==> config.mk <==
export PLATFORM = sky130hd
export DESIGN_NAME = ebj_mul
export DESIGN_NICKNAME = d
export VERILOG_FILES = /design/src/hw/rtl/ebj_pkg.sv /design/src/hw/rtl/ebj_mul.sv
export SDC_FILE = /design/constraint.sdc
export NUM_CORES = 2
export LEC_CHECK = 0
export ABC_AREA = 1
export CORE_UTILIZATION = 50
export DETAILED_ROUTE_END_ITERATION = 6
export DONT_BUFFER_PORTS = 1
export GPL_TIMING_DRIVEN = 0
export PLACE_DENSITY = 0.75
export SLEW_MARGIN = 20
export SYNTH_ARGS = -nofsm -noshare
export SYNTH_HDL_FRONTEND = slang
export SYNTH_SLANG_ARGS = --single-unit
==> constraint.sdc <==
create_clock -name clk -period 8.1 [get_ports clk]
set_input_delay 1.215 -clock clk [delete_from_list [all_inputs] [get_ports clk]]
set_output_delay 1.215 -clock clk [all_outputs]
set_load 0.02 [all_outputs]
==> src/hw/rtl/ebj_pkg.sv <==
`default_nettype none

package ebj_pkg;

  // Field widths of the transaction payloads and the configuration port.
  localparam int unsigned OP_W       = 2;
  localparam int unsigned TIME_W     = 48;
  localparam int unsigned TIMEOUT_W  = 32;
  localparam int unsigned FRAC_W     = 16;
  localparam int unsigned SEED_W     = 31;
  localparam int unsigned CFG_IDX_W  = 3;
  localparam int unsigned CFG_DATA_W = 32;
  localparam int unsigned MUL_W      = 32;

  // Linear congruential generator constants.
  localparam logic [MUL_W-1:0]  LCG_MUL = 32'd1103515245;
  localparam logic [SEED_W-1:0] LCG_ADD = 31'd12345;

  // Register values after reset.
  localparam logic [FRAC_W-1:0]    MULT_RESET   = 16'd410;
  localparam logic [FRAC_W-1:0]    JITTER_RESET = 16'd13107;
  localparam logic [TIMEOUT_W-1:0] MIN_RESET    = 32'd1000;
  localparam logic [TIMEOUT_W-1:0] MAX_RESET    = 32'd120000;
  localparam logic [SEED_W-1:0]    SEED_RESET   = 31'd1;

  // Operation codes of an input transaction; code 3 has no meaning.
  typedef enum logic [OP_W-1:0] {
    OP_BEGIN = 2'd0,
    OP_STEP  = 2'd1,
    OP_CLEAR = 2'd2
  } op_t;

  // Configuration register indexes.
  typedef enum logic [CFG_IDX_W-1:0] {
    REG_MULT   = 3'd0,
    REG_JITTER = 3'd1,
    REG_MIN    = 3'd2,
    REG_MAX    = 3'd3,
    REG_SEED   = 3'd4
  } reg_idx_t;

  // Sequencer states.
  typedef enum logic [3:0] {
    ST_IDLE,
    ST_LCG,
    ST_GROW,
    ST_JIT,
    ST_FACT,
    ST_P0,
    ST_P1,
    ST_P2,
    ST_P3,
    ST_P4,
    ST_CLAMP,
    ST_DONE
  } state_t;

  // Configuration handed from the register bank to the sequencer.
  typedef struct packed {
    logic [FRAC_W-1:0]    mult;
    logic [FRAC_W-1:0]    jitter;
    logic [TIMEOUT_W-1:0] min_timeout;
    logic [TIMEOUT_W-1:0] max_timeout;
    logic                 seed_load;
    logic [SEED_W-1:0]    seed;
  } cfg_t;

endpackage

`default_nettype wire

==> src/hw/rtl/ebj_mul.sv <==
`default_nettype none

module ebj_mul import ebj_pkg::*; (
  input  wire logic               clk,
  input  wire logic [MUL_W-1:0]   a,
  input  wire logic [MUL_W-1:0]   b,
  output logic      [2*MUL_W-1:0] prod
);

  // Shared unsigned multiplier with a registered product.
  always_ff @(posedge clk) begin
    prod <= {{MUL_W{1'b0}}, a} * {{MUL_W{1'b0}}, b};
  end

endmodule

`default_nettype wire

==> results.toml <==
[synth]
synth_top_family_by_area = "adder cells"
dominantRegCellSynth = "dfxtp_1"
synth_mux_area_share_pct = 0
synth_warnings = 0
synthCells = 5023
ys_types = 23
syn_nets = 6247
yosys-top-cells-area = "fa_1 48%, inv_1 17%, nand2_1 16%"
synth_compound_area_share_pct = 0.8531
synthTopCellsByCount = "1,723 x inv_1, 1,566 x nand2_1, 896 x fa_1"
ys_seq_elements = 64
yosysTopAreaCell = "fa_1"
synth_xor_area_share_pct = 0.8196
synth_adder_area_share_pct = 56.76
synth-edff-count = 0
netlist_area_um2 = 37400
synthSimpleGateAreaFrac_pct = 18.80
ys_seq_area_share_pct = 3.426
async_flop_share_pct = 0
syn_avg_cell_area_um2 = 7.446
synth_most_common_cell = "inv_1"
synth_top_cell_area_share_pct = 47.96

[layout]
syn2layout_area_growth_pct = 4.108
reg_top3 = "prod (64)"
largest_reg_flops = 64
regMostFlops = "prod"
nNetsFinal = 6258
drive_above_1_share_pct = 2.024

[global_routing]
grt_pass1_wl_um = 195700
antenna_found_initial = 3
overflow = 0
grt_util_all_layers_pct = 35.65
first_global_vias = 31900
grt_max_degree = 12

[timing]
rsz0062_at_grt = "no"
maxSlewHeadroom_pct = 19.24
drv_slew = 0
tightestPinTransition_ns = 1.211
setup-violations-final = 0
maxClockFrequency_ghz = 0.1256
finalHoldViolations = 0
period_minus_slack_ns = 7.964
post-route-period-util_pct = 98.32
worst_slack_ns = 0.1364
whs_ns = 0.9907

[worst_setup_path]
critPathKind = "input port to register"
crit_path_cell_trace = "clkbuf_1 > nand2_1 > fa_1 > inv_1 > fa_1 > inv_1 > fa_1 > inv_1 > fa_1 > fa_1 > fa_1 > fa_1 > fa_1 > ha_1 > nand2_1 > nor2_1 > inv_2 > nor2_1 > a21oi_1 > nand2_2 > nand2_1 > nand3_1 > nand2_1"
crit_arrival_ns = 8.17
max_stage_delay_ns = 0.75
crit_slowest_cell = "clkbuf_1"
path_delay_family = "adder cells"
crit_fanout = 10
critPathMostFrequentCell = "fa_1"
crit_required_ns = 8.31
end_kind = "register"
worst-path-buf-inv = 5
critPathLaunchType = "input port"

[drt]
ant_nets = 0
drt-initial-drc-count = 2992
postRouteWirelength_um = 130600
drtPass1Iterations = 6
drc = 0
wl_per_cell_um = 21.77
vias_per_cell = 5.230
route.vias.total = 31380

[hold_path]
worstHoldPathCells = 2
hold_start = "b[0]"
hold_path.class = "input port to register"
hold_path_end = "prod[0]$_DFF_P_"

[run]
cap_violations = 0

[place]
dp_hpwl_um = 115000
pre_cts_ws_ns = -0.2066
gp_congestion = 1.088
io_buffers = 0

[clocking]
cts_buffers = 9
clock-sinks = 64
cts.reportedPaths.clkPinSlew_ns = 0.06
htreeDepth = 3
root_buffer = "clkbuf_16"
cts_buffer_depth = 2
cts_tree = "done"

[status]
status = "completed"

[die]
core_region_area_um2 = 73450
fp.dieArea_um2 = 75900
die_w_um = 275.5
io_pins = 129
die_h_um = 275.5
num_rows = 99
start_util_pct = 50.92
[final cells by class]
type,count,area [um2]
Fill cell,7162,34520
Multi-Input combinational cell,3032,28890
Inverter,1735,6513
Sequential cell,64,1281
Tap cell,959,1200
Buffer,192,774.5
Clock buffer,11,242.7
Clock inverter,5,32.53
Antenna cell,3,7.507
[layer usage]
layer,GRT usage (%),part of all wire (%),wire length [um],vias to the layer above
met5,0,0.010,13,-
li1,-,-,-,13670
met4,18.39,6.6,8626,2
met2,55.57,44,57560,1812
met3,10.60,13,17290,442
met1,44.89,36,47140,15460
[worst max-delay path by stage]
| stage | startpoint | endpoint | slack, ns | cells past startpoint |
|---|---|---|---|---|
| global placement | a[24] | prod[60]$_DFF_P_ | -0.13 | 26 |
| global route | a[20] | prod[63]$_DFF_P_ | 0.001 | 23 |
| finish | a[7] | prod[63]$_DFF_P_ | 0.14 | 23 |
| detailed placement | a[22] | prod[60]$_DFF_P_ | -0.21 | 26 |
| floorplan | a[25] | prod[60]$_DFF_P_ | 1.07 | 26 |
| CTS | a[22] | prod[60]$_DFF_P_ | 0.12 | 26 |
[cell families (layout without fill, tap and decap cells)]
logic type | after synthesis | after routing
AO/OA/AOI/OAI | 57 | 57
AND/OR/NAND/NOR | 1781 | 1781
other | 0 | 3
XOR/XNOR | 35 | 35
buffers and inverters | 1927 | 1943
flip-flops | 64 | 64
adder cells (fa/ha/maj) | 1159 | 1159
[cells in the final DEF (no fill, tap or decap), types with 16 or more instances in the layout]
cell type	instances
clkbuf_1	166
nor2_1	81
nand4_1	16
fa_1	896
nand3_1	56
xor2_1	33
a21oi_1	43
clkbuf_2	23
ha_1	263
dfxtp_1	64
nand2_1	1566
inv_1	1723
[stage by stage]
stage	cell area [um2]	util, %	setup TNS [ns]	cells
floorplan	37400	-	0	5023
global placement	38600	52.55	-0.5765	5982
detailed placement	38600	52.55	-0.9250	5982
CTS	38880	52.93	0	5998
global route	38930	53.00	0	5998
finish	38940	53.01	0	6001
[what timing repair did]
action | CTS | global route
resized for setup | 0 | 68
buffers inserted | 0 | 0
hold buffers | 0 | 0
endpoints found under the setup margin | 0 | 12
Power is not shown: default switching activity piles up to over one toggle a cycle in this logic, so the estimate is an artifact.
