===== src/hw/rtl/ebj_pkg.sv =====
`default_nettype none

package ebj_pkg;

  // Field widths of the transaction payloads and the configuration port.
  localparam int unsigned OP_W       = 2;
  localparam int unsigned TIME_W     = 48;
  localparam int unsigned TIMEOUT_W  = 32;
  localparam int unsigned FRAC_W     = 16;
  localparam int unsigned SEED_W     = 31;
  localparam int unsigned CFG_IDX_W  = 3;
  localparam int unsigned CFG_DATA_W = 32;
  localparam int unsigned MUL_W      = 32;

  // Linear congruential generator constants.
  localparam logic [MUL_W-1:0]  LCG_MUL = 32'd1103515245;
  localparam logic [SEED_W-1:0] LCG_ADD = 31'd12345;

  // Register values after reset.
  localparam logic [FRAC_W-1:0]    MULT_RESET   = 16'd410;
  localparam logic [FRAC_W-1:0]    JITTER_RESET = 16'd13107;
  localparam logic [TIMEOUT_W-1:0] MIN_RESET    = 32'd1000;
  localparam logic [TIMEOUT_W-1:0] MAX_RESET    = 32'd120000;
  localparam logic [SEED_W-1:0]    SEED_RESET   = 31'd1;

  // Operation codes of an input transaction; code 3 has no meaning.
  typedef enum logic [OP_W-1:0] {
    OP_BEGIN = 2'd0,
    OP_STEP  = 2'd1,
    OP_CLEAR = 2'd2
  } op_t;

  // Configuration register indexes.
  typedef enum logic [CFG_IDX_W-1:0] {
    REG_MULT   = 3'd0,
    REG_JITTER = 3'd1,
    REG_MIN    = 3'd2,
    REG_MAX    = 3'd3,
    REG_SEED   = 3'd4
  } reg_idx_t;

  // Sequencer states.
  typedef enum logic [3:0] {
    ST_IDLE,
    ST_LCG,
    ST_GROW,
    ST_JIT,
    ST_FACT,
    ST_P0,
    ST_P1,
    ST_P2,
    ST_P3,
    ST_P4,
    ST_CLAMP,
    ST_DONE
  } state_t;

  // Configuration handed from the register bank to the sequencer.
  typedef struct packed {
    logic [FRAC_W-1:0]    mult;
    logic [FRAC_W-1:0]    jitter;
    logic [TIMEOUT_W-1:0] min_timeout;
    logic [TIMEOUT_W-1:0] max_timeout;
    logic                 seed_load;
    logic [SEED_W-1:0]    seed;
  } cfg_t;

endpackage

`default_nettype wire


===== src/hw/rtl/ebj_cfg_regs.sv =====
`default_nettype none

module ebj_cfg_regs import ebj_pkg::*; (
  input  wire logic                  clk,
  input  wire logic                  rst,
  input  wire logic                  cfg_write,
  input  wire logic [CFG_IDX_W-1:0]  cfg_index,
  input  wire logic [CFG_DATA_W-1:0] cfg_data,
  output cfg_t                       cfg
);

  logic [FRAC_W-1:0]    mult;
  logic [FRAC_W-1:0]    jitter;
  logic [TIMEOUT_W-1:0] min_timeout;
  logic [TIMEOUT_W-1:0] max_timeout;

  // Register writes; an index beyond the list is ignored.
  always_ff @(posedge clk) begin
    if (rst) begin
      mult        <= MULT_RESET;
      jitter      <= JITTER_RESET;
      min_timeout <= MIN_RESET;
      max_timeout <= MAX_RESET;
    end else if (cfg_write) begin
      case (cfg_index)
        REG_MULT:   mult        <= cfg_data[FRAC_W-1:0];
        REG_JITTER: jitter      <= cfg_data[FRAC_W-1:0];
        REG_MIN:    min_timeout <= cfg_data[TIMEOUT_W-1:0];
        REG_MAX:    max_timeout <= cfg_data[TIMEOUT_W-1:0];
        default: ;
      endcase
    end
  end

  // A seed write loads the generator state directly, so it travels as a pulse.
  always_comb begin
    cfg.mult        = mult;
    cfg.jitter      = jitter;
    cfg.min_timeout = min_timeout;
    cfg.max_timeout = max_timeout;
    cfg.seed_load   = cfg_write && (cfg_index == REG_SEED);
    cfg.seed        = cfg_data[SEED_W-1:0];
  end

endmodule

`default_nettype wire


===== config.mk =====
export PLATFORM = sky130hd
export DESIGN_NAME = ebj_cfg_regs
export DESIGN_NICKNAME = d
export VERILOG_FILES = /design/src/hw/rtl/ebj_pkg.sv /design/src/hw/rtl/ebj_cfg_regs.sv
export SDC_FILE = /design/constraint.sdc
export NUM_CORES = 1
export LEC_CHECK = 0
export BUFFER_PORTS_ARGS = -buffer_cell sky130_fd_sc_hd__clkbuf_2
export CAP_MARGIN = 20
export CORE_ASPECT_RATIO = 0.8
export CORE_MARGIN = 10
export CORE_UTILIZATION = 48
export DETAILED_ROUTE_END_ITERATION = 10
export GPL_TIMING_DRIVEN = 0
export PLACE_DENSITY = 0.79
export SYNTH_ARGS = -nofsm -noshare
export SYNTH_HDL_FRONTEND = slang
export SYNTH_SLANG_ARGS = --single-unit

===== constraint.sdc =====
create_clock -name clk -period 1.3 [get_ports clk]
set_input_delay 0.065 -clock clk [delete_from_list [all_inputs] [get_ports clk]]
set_output_delay 0.065 -clock clk [all_outputs]
set_load 0.005 [all_outputs]

==> impl_results.md <==
* Global-route wire length before repair at ~19,000 um
* Clock sink total at 96
* Sequential-to-total area share from yosys stat at a little under half
* Area Overhead vs Synth at 31.6%
* Width of the die at between 100 and 150 um
* CP Max Fanout at 10
* Register area at between 1500 and 2000 um2
* Static leakage at 2.70 nW
* IO Count at 166
* Post-synth top area cell: dfxtp_1
* Area fraction of the dominant cell type after synthesis at around 46%
* Pint at between 0.004 and 0.005 W
* Tcrit/Tclk final at approximately four fifths
* Initial detailed-routing violation count at between 100 and 150
* Post-route cell area at between 5000 and 6000 um2
* PortBufs at approximately 160
* Worst Setup Path Type: input port to flop
* Cell row count at 30
* Clock power share at 34.7%
* Yosys cell types at 17
* Clock root cell: clkbuf_8
* Net Sw Power at ~0.0014 W
* # diodes at 0
* Seq pwr share at ~53%
* Worst skew pair latency at 0.34 ns
* Post-CTS Setup Inserts at 0
* Clock transition at path regs at roughly 0.1 ns
* DRC Markers at 0
* CTS Buf Count at 9
* Tightest Hold Check Type: input port to flop
* Synth warn at 0
* Area contributors post-synth: dfxtp_1, mux2i_1, nand2b_1
* Startpoint Class: input port
* Total grt overflow at 0
* Post-Place Cell Area at between 5000 and 6000 um2
* Finish-stage setup viols at 0
* Hold Vio Cnt, Final at 0
* Die area at 12,800 um2
* Synth Register Bits at 96
* Core area at approximately 8500 um2
* Shortest period the worst path allows at 1.04 ns
* Power Density at between 1000 and 1500 nW/um2
* Total design power at around 0.0057 W
* Routed WL at about 12,000 um
* Logic pwr share at a little under an eighth
* TritonRoute pass-1 iters at 4
* Clk buf depth at 2
* Crit end category: flop
* Final Skew at 0 ns
* Vias per cell at 4.84
* Measured slew at the worst slew-check pin at ~0.8 ns
* Filler cells at approximately 760
* Fmax at between 900 and 1000 MHz
* Crit path required time at 1.58 ns
* Sw frac at between 20% and 30%
* Crit path DAT at 1.33 ns
* Vias in the first global route at between 3,000 and 4,000
* Dpl hpwl at between 9000 and 10,000 um
* Pins over their slew limit at 0
* Max cap viols at 0
* Initial Util at a little under 50%
* Total GRT Usage at about a fifth
* Cell Count, Final, Fillers Out at between 700 and 800
* Multi-input gate area at ~1900 um2
* R2R Setup Slk at around 0.65 ns
* H-tree lvl count at 3
* Total number of vias at approximately 3,400
* TritonCTS clock tree: yes
* Antenna-violating nets left at 0
* Post-synth net total at 444
* GPL Wtd Cong at a little under 0.8
* Largest net degree at the start of global routing at 18
* Layout cells sized above 1 at roughly 39%
* RSZ-0062 raised after global routing: false
* VDD IR max at ~0.57 mV
* Synthesized instance count at roughly 400
* Hold_ws at approximately 0.019 ns
* Antenna violations before repair at 0
* Fin nets at between 600 and 700
* DR WL/cell at about 18 um
* Fin util at ~65%
* Outcome: finished, final reports clean
* Worst slew margin at between 40% and 50%
* Synth Cell Area at 4160 um2
* Average size of a mapped cell at approximately 10 um2
* Dpl cells at slightly below 700
* Die H at 103 um
## Yosys cell counts (all sizes together)
| master | number |
|---|---|
| nor4b | 1 |
| mux2i | 96 |
| dfxtp | 96 |
| nand4bb | 2 |
| clkbuf | 13 |
| and4b | 1 |
| nor3 | 1 |
| or4b | 1 |
| nand2 | 1 |
| nand2b | 102 |
| buf | 48 |
| nor2 | 41 |
| nand4b | 1 |
| and4bb | 2 |
## sequential cells by signal (all words and copies together), names as in the netlist
register / count
max_timeout: 32
min_timeout: 32
mult: 16
jitter: 16
## metal layers
| metal | vias up | track usage [%] | routed length [um] |
|---|---|---|---|
| met5 | - | 0 | 0 |
| met4 | 0 | 4.42 | 143 |
| met3 | 12 | 7.65 | 1190 |
| met2 | 124 | 34.1 | 6090 |
| met1 | 1642 | 22.0 | 5060 |
| li1 | 1671 | - | - |
## stage by stage
stage / setup slack, ns / setup TNS (ns)
2_1_floorplan: 0.175 / 0
3_3_place_gp: -0.236 / -5.57
3_5_place_dp: -0.291 / -6.26
4_1_cts: 0.0637 / 0
5_1_grt: 0.153 / 0
6_report: 0.257 / 0
## path summary, 6_finish.rpt
check | start | to | cells after the start
max | rst | mult[8] | 5
min | cfg_data[25] | min_timeout[25] | 3
max reg2reg | mult[4] | mult[4] | 2
min reg2reg | min_timeout[22] | min_timeout[22] | 2
## layout by cell type (no fill, tap or decap), drive strengths merged
| cell type | instances |
|---|---|
| and4b | 1 |
| and4bb | 2 |
| buf | 48 |
| bufinv | 1 |
| clkbuf | 183 |
| clkinv | 1 |
| clkinvlp | 2 |
| dfxtp | 96 |
| dlygate4sd3 | 17 |
| inv | 3 |
| mux2i | 96 |
| nand2 | 1 |
| nand2b | 102 |
| nand4b | 1 |
| nand4bb | 2 |
| nor2 | 41 |
| nor3 | 1 |
| nor4b | 1 |
| or4b | 1 |
## layout make-up
type                    instances  area share, %
repair buffers                178           17.8
clock inverters                 7           1.39
multi-input cells             249           33.9
clock buffers                   9           2.26
well taps                     112           2.56
flip-flops and latches         96           35.1
plain buffers                  61           7.05
## power by group through the flow
| stage | Clock [W] | Combinational [W] | Sequential, W |
|---|---|---|---|
| after floorplan | 0 | 0.000352 | 0.00311 |
| after global placement | 0 | 0.000639 | 0.00310 |
| after detailed placement | 0 | 0.000653 | 0.00311 |
| after CTS | 0.00202 | 0.000695 | 0.00304 |
| after global routing | 0.00217 | 0.000754 | 0.00305 |
| final | 0.00198 | 0.000687 | 0.00304 |
## logic make-up after synthesis
family                 synth area share, %
buffers and inverters                 9.25
DFF                                   46.2
muxes                                 23.1
and+or+nand+nor                       21.5
## what timing repair did
item	4_1_cts	5_1_grt
gates resized for setup	0	2
hold buffers	17	0
endpoints found under the setup margin	0	3
endpoints found under the hold margin	25	0
## critical path, stage by stage
cell,delay (ns)
buf_2,0.15
buf_2,0.27
clkbuf_1,0.51
nor2_1,0.15
mux2i_1,0.17
(Power assumes the default switching activity.)
